### config.mk
export PLATFORM = sky130hd
export DESIGN_NAME = dfsp_rsp_reg_flat
export DESIGN_NICKNAME = d
export VERILOG_FILES = /design/src/rtl/core/dfsp_pkg.sv /design/src/rtl/core/dfsp_rsp_if.sv /design/src/rtl/core/dfsp_rsp_reg.sv /design/src/flat_wrapper.sv
export VERILOG_INCLUDE_DIRS = /design/src /design/src/rtl/core
export SDC_FILE = /design/constraint.sdc
export NUM_CORES = 1
export LEC_CHECK = 0
export BUFFER_PORTS_ARGS = -buffer_cell sky130_fd_sc_hd__buf_2
export CAP_MARGIN = 20
export CORE_MARGIN = 2
export CORE_UTILIZATION = 40
export DETAILED_ROUTE_END_ITERATION = 16
export PLACE_DENSITY = 0.78
export SYNTH_ARGS = -nofsm -noshare
export SYNTH_HDL_FRONTEND = slang
export SYNTH_SLANG_ARGS = --single-unit
### constraint.sdc
create_clock -name clock -period 0.8 [get_ports clock]
set_input_delay 0.24 -clock clock [delete_from_list [all_inputs] [get_ports clock]]
set_output_delay 0.24 -clock clock [all_outputs]
set_load 0.02 [all_outputs]
### src/rtl/core/dfs_parity_team_split_top_defines.svh
// ----------------------------------------------------------------------------
// dfs_parity_team_split_top_defines.svh
// Assertion macros shared by the block's modules.
// ----------------------------------------------------------------------------
`ifndef DFS_PARITY_TEAM_SPLIT_TOP_DEFINES_SVH
`define DFS_PARITY_TEAM_SPLIT_TOP_DEFINES_SVH

// check a property on every clock edge outside reset
`define DFSP_ASSERT(lbl, prop, msg) \
   lbl: assert property (@(posedge clock) disable iff (reset) (prop)) \
      else $error(msg);

// check that a condition holds in the cycle after a trigger
`define DFSP_ASSERT_NEXT(lbl, ante, cons, msg) \
   lbl: assert property (@(posedge clock) disable iff (reset) (ante) |=> (cons)) \
      else $error(msg);

`endif

### src/rtl/core/dfsp_pkg.sv
// ----------------------------------------------------------------------------
// dfsp_pkg
// Field widths, command codes and result types of the parity walk block.
// ----------------------------------------------------------------------------
package dfsp_pkg;

   localparam int CMD_W  = 2;
   localparam int VTX_W  = 6;
   localparam int CNT_W  = 7;
   localparam int MASK_W = 64;

   localparam logic [CMD_W-1:0] CMD_ADD   = 2'd0;
   localparam logic [CMD_W-1:0] CMD_RUN   = 2'd1;
   localparam logic [CMD_W-1:0] CMD_CLEAR = 2'd2;

   typedef struct packed {
      logic              failed;
      logic [CNT_W-1:0]  team_count;
      logic [MASK_W-1:0] team_mask;
   } result_type;

   typedef struct packed {
      logic       valid;
      result_type result;
   } rsp_load_type;

endpackage

### src/rtl/core/dfsp_rsp_if.sv
// ----------------------------------------------------------------------------
// dfsp_rsp_if
// Response channel: failure flag, odd-depth count and odd-depth mask.
// ----------------------------------------------------------------------------
interface dfsp_rsp_if;
   logic                        valid;
   logic                        ready;
   logic                        failed;
   logic [dfsp_pkg::CNT_W-1:0]  team_count;
   logic [dfsp_pkg::MASK_W-1:0] team_mask;

   modport source (output valid, failed, team_count, team_mask, input ready);
   modport sink (input valid, failed, team_count, team_mask, output ready);
endinterface

### src/rtl/core/dfsp_rsp_reg.sv
// ----------------------------------------------------------------------------
// dfsp_rsp_reg
// Output register for the result word; frees the walker while it waits.
// ----------------------------------------------------------------------------
`include "dfs_parity_team_split_top_defines.svh"

module dfsp_rsp_reg (
   input  logic                   clock,
   input  logic                   reset,
   input  dfsp_pkg::rsp_load_type ld,
   output logic                   free,
   dfsp_rsp_if.source             rsp
);

   logic                 valid_ff, valid_in;
   dfsp_pkg::result_type data_ff, data_in;

   assign free = !valid_ff || rsp.ready;

   always_comb begin
      valid_in = valid_ff;
      data_in  = data_ff;
      if (ld.valid) begin
         valid_in = 1'b1;
         data_in  = ld.result;
      end else if (rsp.ready) begin
         valid_in = 1'b0;
      end
   end

   always_ff @(posedge clock) begin
      if (reset) begin
         valid_ff <= 1'b0;
      end else begin
         valid_ff <= valid_in;
      end
   end

   always_ff @(posedge clock) begin
      data_ff <= data_in;
   end

   assign rsp.valid      = valid_ff;
   assign rsp.failed     = data_ff.failed;
   assign rsp.team_count = data_ff.team_count;
   assign rsp.team_mask  = data_ff.team_mask;

   `DFSP_ASSERT(a_load_free, ld.valid |-> (!valid_ff || rsp.ready), "result overwritten")

endmodule

### src/flat_wrapper.sv
// flat-port wrapper written by rule: the top's interface ports become plain ports
module dfsp_rsp_reg_flat 
  (clock, reset, ld, free, rsp_valid, rsp_failed, rsp_team_count, rsp_team_mask, rsp_ready);
  dfsp_rsp_if rsp_i ();
  input  logic clock;
  input  logic reset;
  input  dfsp_pkg::rsp_load_type ld;
  output logic free;
  output wire logic [$bits(rsp_i.valid)-1:0] rsp_valid;
  output wire logic [$bits(rsp_i.failed)-1:0] rsp_failed;
  output wire logic [$bits(rsp_i.team_count)-1:0] rsp_team_count;
  output wire logic [$bits(rsp_i.team_mask)-1:0] rsp_team_mask;
  input wire logic [$bits(rsp_i.ready)-1:0] rsp_ready;
  assign rsp_valid = rsp_i.valid;
  assign rsp_failed = rsp_i.failed;
  assign rsp_team_count = rsp_i.team_count;
  assign rsp_team_mask = rsp_i.team_mask;
  assign rsp_i.ready = rsp_ready;
  dfsp_rsp_reg u_core (.clock(clock), .reset(reset), .ld(ld), .free(free), .rsp(rsp_i));
endmodule
-- Yosys cells after proc, flatten, opt, wreduce, memory -nomap -nowiden
Index checks and enable logic that the tools add are counted.
- bits in registers: 73
- input bits: 76
- multiplexer cells: 2
- reductions and logical operators: 3
- operators by type and width (kind ; count):
    two-way mux 1 bit ; 2
    nonzero test 2 bit ; 1
    zero test 1 bit ; 1
    logical OR 1 bit ; 1

-- Longest topological paths before layout
Gate-level depths: netlist of run 1.
- word-level depth: 2
- mapped depth: 2
- mapped depth without buffers: 2

-- Worst setup path after synthesis of run 1
Ideal clock, no wire load.
- kind: flip-flop to output port
- from: register u_core.valid_ff (netlist: u_core.rsp.valid)
- to: output port free
- arrival time: 0.577 ns
- data required time: 0.560 ns
- slack: -0.017 ns
- cell stages (with the launch flop): 2
- path buffers: 0
- cell sequence: dfxtp_1 > nand2b_4
- word-level cells in the longest chain between the ends: 2
- RTL lines (what ; line ; RTL):
    start, declared ; dfsp_rsp_reg.sv:15 ; logic valid_ff, valid_in;
    start signal, assigned ; dfsp_rsp_reg.sv:35 ; valid_ff <= valid_in;
    zero test 1 bit ; dfsp_rsp_reg.sv:18 ; assign free = !valid_ff || rsp.ready;
    logical OR 1 bit ; dfsp_rsp_reg.sv:18 ;
    end, declared ; flat_wrapper.sv:8 ; output logic free;
Every way passes these cells.

-- Worst setup path after layout of run 1
- from: register u_core.data_ff (netlist bit u_core.rsp.team_mask[16])
- to: output port rsp_team_mask[16]
- RTL lines (what ; line ; RTL):
    start, declared ; dfsp_rsp_reg.sv:16 ; dfsp_pkg::result_type data_ff, data_in;
    start signal, assigned ; dfsp_rsp_reg.sv:40 ; data_ff <= data_in;
    end, declared ; flat_wrapper.sv:12 ; output wire logic [$bits(rsp_i.team_mask)-1:0] rsp_team_mask;
No word-level cell between the ends.

==> metrics, run 1 <==
result of the run finished, violations left; violations in the final reports setup timing; final worst clock skew 0 ns; wire length per cell after detailed routing 15.24 um; worst rel slew slack 0.8637; boundary pin count 150; Antenna diodes 0; sum of negative setup slack -22.30 ns; most frequent cells in the layout sky130_fd_sc_hd__buf_2 (99), sky130_fd_sc_hd__edfxtp_1 (72), sky130_fd_sc_hd__buf_6 (50); pin count of the biggest net entering global routing 40; combined area of the multi-input logic cells between 20 and 25 um^2; category of the worst setup path launch point flop; number of pins exceeding their max-slew limit in the final report 0; required time at the worst-slack endpoint 0.56 ns; fin nets between 300 and 400; GR Overflow Total 0; CTS Sinks 73; type of the worst setup path reg2out; buffer count from post-CTS setup fixing 0; critical path peak fanout 1; final cell count without fillers around 320; number of failing hold endpoints at the final stage 0; # Max-Cap Violations 0; quantity of I/O buffers inserted on ports roughly 150; flip-flop and latch count after synthesis between 70 and 80; Synth warnings 0; effective utilization at floorplan 0.4086; Hold WC Path Type in2reg; Final Wtd Congestion around 0.66; Worst EP arrival 0.92 ns; type of destination of the critical path primary output; Post-Synthesis Mean Instance Area between 20 and 30 um^2; worst-case vdd ir drop 1.696 mV; initial antenna violation count 0; H-Tree Depth 3; final-layout worst hold slack between 0.05 and 0.06 ns; Largest stage delay, worst path 0.43 ns; number of remaining DRC errors 0; DR pass1 iterations 4; RSZ-0062 raised after global routing true; wire length reported by the detailed router 4817 um; clock latency on the worst-skew pair ~0.33 ns; summed instance area of the synthesized netlist about 0.0022 mm^2; number of global-route vias before repair approximately 1,400; number of buffers inserted during clock tree synthesis 9; sequence of cells on the critical path buf_6; Max clock buf depth 2; Chip Width 78.30 um; DP Cell Count 300; most common library cell in the layout ignoring fill and taps sky130_fd_sc_hd__buf_2; Fillers about 380; Worst Tran Pin Value between 0.2 and 0.25 ns; Crit-path slowest cell sky130_fd_sc_hd__edfxtp_1; first-pass GRT wire length around 6500 um; root buffer selected by CTS sky130_fd_sc_hd__clkbuf_8; clock tree from TritonCTS done; antenna-violating nets left 0; total routing usage reported by global routing 0.1505; sequential fraction of the synthesis area 0.9881; combined flip-flop and latch cell area roughly 0.0022 mm^2; Power per Cell Area 2310 mW/mm^2; Worst Path Buf+Inv 1; time the worst path needs with I/O delays and setup approximately 1.2 ns; total core area about 0.0054 mm^2; die boundary height 78.30 um; number of distinct library cells after synthesis 5; share of post-route cells with drive strength above 1 0.7008; final worst-path setup slack -0.3613 ns; Leak Pwr roughly 0.0015 uW; Synth-to-Final Area Change 61.98%; category of cells accounting for the largest share of critical-path delay flip-flops; total number of vias approximately 1,400; number of cells produced by synthesis 76; Final Cycle Share 1.452; number of endpoints failing setup at the final stage 74; area of the die 0.006131 mm^2; average via count per standard cell ~4.3; number of nets in the synthesized netlist around 150; Core Rows 27; clock transition at the register clock pins on the worst setup and hold paths after CTS about 0.080 ns; violation count after the first detailed-routing iteration 41; upper clock frequency limit roughly 860 MHz
## cells by family after synthesis
logic type,synth area share
buffers and inverters,0.001698
AO/OA/AOI/OAI,0.003967
flip-flops,0.9881
AND/OR/NAND/NOR,0.006231
## metrics by stage
step	util	worst slack [ns]	total power, uW	instance area (um^2)
2_1_floorplan	-	0.07551	5110	2210
3_3_place_gp	0.5722	-0.1253	5631	3093
3_5_place_dp	0.5722	-0.1324	5659	3093
4_1_cts	0.6317	-0.3571	8201	3415
5_1_grt	0.6618	-0.3820	8564	3577
6_report	0.6618	-0.3613	8262	3577
## where the power goes
| part | switching [uW] | total (uW) | internal (uW) |
|---|---|---|---|
| sequential | 116 | 4650 | 4540 |
| combinational | 622 | 1190 | 570 |
| clock | 1300 | 2420 | 1120 |
| total | 2040 | 8260 | 6220 |
## layer usage
layer	track usage	vias up	routed length [um]
li1	-	632	-
met1	0.1336	620	1542
met2	0.2552	96	2567
met3	0.09310	12	592
met4	0.09123	0	115
met5	0	-	0
## cells in the mapped netlist (all sizes together)
library cell   n  area, um^2
edfxtp        72        2162
a21oi          1       8.760
dfxtp          1       20.02
nand2b         1       13.76
inv            1       3.750
## final timing paths
check                       to  cells past startpoint  slack [ns]                startpoint
max reg2reg   u_core.rsp.valid                      3        0.08          u_core.rsp.valid
max          rsp_team_mask[16]                      1       -0.36  u_core.rsp.team_mask[16]
min           u_core.rsp.valid                      2        0.05                     reset
min reg2reg   u_core.rsp.valid                      3        0.58          u_core.rsp.valid
## timing repair
item                                    in CTS  in global routing
hold endpoints to repair                     0                  0
hold buffers                                 0                  0
pin swaps                                    0                  0
resized for setup                           48                 52
endpoints found under the setup margin      74                 74
## cell type report
class,count,area share
multi-input cells,2,0.006296
repair buffers,152,0.3092
well taps,72,0.02518
clock buffers,9,0.03463
inverters,1,0.001049
flip-flops and latches,73,0.6104
clock inverters,7,0.01329
## state kept, by name, summed over array words and instances, names as in the netlist
register and flops:
u_core.rsp.team_mask 64, u_core.rsp.team_count 7, u_core.rsp.failed 1, u_core.rsp.valid 1
No activity file was read; power rests on OpenSTA's default activity.
==> inputs of run 2 (changes only) <==
Settings changed: SKIP_CTS_REPAIR_TIMING set to 1.
==> metrics, run 2 (same netlist as run 1, synthesis figures left out) <==
met2 WL ~2400 um; die boundary height around 78 um; RSZ-0062 raised after global routing true; Final Instance Area 0.003558 mm^2; area of the die roughly 0.0061 mm^2; Hold WC Path Type in2reg; Core Rows 27; number of remaining DRC errors 0; violation count after the first detailed-routing iteration 42; quantity of I/O buffers inserted on ports 149; number of buffers inserted during clock tree synthesis 9; final worst-path setup slack -0.3330 ns; Worst EP arrival a little under 0.9 ns; result of the run finished, violations left; worst-case vdd ir drop about 1.7 mV; total routing usage reported by global routing 0.1462; Chip Width around 80 um; number of failing hold endpoints at the final stage 0; final worst clock skew 0 ns; reg-to-reg setup timing slack ~0.08 ns; Fillers 382; Area after DPL 0.003093 mm^2; DP Cell Count 300; most common library cell in the layout ignoring fill and taps sky130_fd_sc_hd__buf_2; clock transition at the register clock pins on the worst setup and hold paths after CTS about 0.080 ns; # Max-Cap Violations 0; Hold Path Sink u_core.rsp.valid; category of the worst setup path launch point flop; total number of vias roughly 1,300; H-Tree Depth 3; Final Wtd Congestion about 0.66; DR pass1 iterations 4; Power, Total 8240 uW; number of global-route vias before repair about 1,300; most frequent cells in the layout sky130_fd_sc_hd__buf_2 (102), sky130_fd_sc_hd__edfxtp_1 (72), sky130_fd_sc_hd__buf_6 (47); Worst Path Buf+Inv 1; CTS Sinks 73; effective utilization at floorplan 0.4086; critical path peak fanout 1; share of post-route cells with drive strength above 1 0.7008; wire length reported by the detailed router 4608 um; sum of negative setup slack -22.28 ns; sequence of cells on the critical path buf_6; time the worst path needs with I/O delays and setup about 1.1 ns; uppermost metal layer occupied by signal nets met4; Crit-path slowest cell sky130_fd_sc_hd__edfxtp_1; Largest stage delay, worst path 0.41 ns; final core utilization 0.6583; clock tree from TritonCTS done; type of destination of the critical path primary output; first-pass GRT wire length 6306 um; upper clock frequency limit just under 900 MHz; number of endpoints failing setup at the final stage 74; cell count of the worst hold path 2; total routed wire length on the met1 layer 1484 um; Final Cycle Share 1.416; Leak Pwr ~0.0015 uW; total core area approximately 0.0054 mm^2; routed wire length on met3 562 um; clock latency on the worst-skew pair roughly 0.33 ns; antenna-violating nets left 0; category of cells accounting for the largest share of critical-path delay flip-flops; Max clock buf depth 2; root buffer selected by CTS sky130_fd_sc_hd__clkbuf_8; max FFs per register 64; worst rel slew slack 0.8640; GR Overflow Total 0; final cell count without fillers approximately 320; Power per Cell Area approximately 2300 mW/mm^2; Reg2Reg Capture Point u_core.rsp.valid; Antenna diodes 0; wire length per cell after detailed routing between 10 and 15 um; fin nets between 300 and 400; Worst Reg2Reg Path Length in Cells 3; initial antenna violation count 0; average via count per standard cell around 4.3; Synth-to-Final Area Change 61.13%; type of the worst setup path reg2out; Worst Tran Pin Value ~0.20 ns; number of pins exceeding their max-slew limit in the final report 0; origin of the critical flop-to-flop path u_core.rsp.valid; pin count of the biggest net entering global routing 40; violations in the final reports setup timing; required time at the worst-slack endpoint 0.56 ns; worst hold start reset; boundary pin count 150
## run 2: cell count changes in the layout (fill, tap and decap cells not counted)
| cell | delta |
|---|---|
| sky130_fd_sc_hd__buf_6 | -3 |
| sky130_fd_sc_hd__buf_2 | +3 |
## run 2: per-layer routing
layer	GRT usage	vias up
met1	0.1319	612
met3	0.08621	13
met4	0.09123	0
met5	0	-
li1	-	632
met2	0.2474	90
## run 2: worst max path at each step
| stage | startpoint | to | slack [ns] | depth (start not counted) |
|---|---|---|---|---|
| 6_report | u_core.rsp.team_count[0] | rsp_team_count[0] | -0.33 | 1 |
| 5_1_grt | u_core.rsp.team_mask[49] | rsp_team_mask[49] | -0.37 | 1 |
| 4_1_cts | u_core.rsp.team_mask[49] | rsp_team_mask[49] | -0.36 | 1 |
| 3_5_place_dp | ld[72] | u_core.rsp.team_mask[47] | -0.13 | 2 |
| 3_3_place_gp | ld[72] | u_core.rsp.team_mask[47] | -0.13 | 2 |
| 2_1_floorplan | u_core.rsp.valid | free | 0.08 | 1 |
## run 2: through the flow
step,hold slack [ns],setup WS [ns]
2_1_floorplan,0.2951,0.07551
3_3_place_gp,0.3929,-0.1253
3_5_place_dp,0.3941,-0.1324
4_1_cts,0.03300,-0.3575
5_1_grt,0.03516,-0.3682
6_report,0.04913,-0.3330
## run 2: area by class of cell
type,count,area [um^2],share of cell area
timing repair buffer,152,1087,0.3056
tap,72,90.09,0.02532
multi-input combinational,2,22.52,0.006329
sequential,73,2183,0.6136
inverter,1,3.754,0.001055
clock buffer,9,123.9,0.03481
clock inverter,7,47.55,0.01336
## run 2: worst register-to-register path, stage by stage, from the launching register on
cell and delay [ns]:
sky130_fd_sc_hd__dfxtp_2 0.36, sky130_fd_sc_hd__nand2b_4 0.06, sky130_fd_sc_hd__buf_4 0.13, sky130_fd_sc_hd__a21oi_2 0.11
## run 2: power by group
| group | switching (uW) | total (uW) | internal [uW] |
|---|---|---|---|
| Sequential | 111 | 4650 | 4540 |
| Combinational | 618 | 1170 | 556 |
| Clock | 1300 | 2420 | 1120 |
| Total | 2030 | 8240 | 6210 |
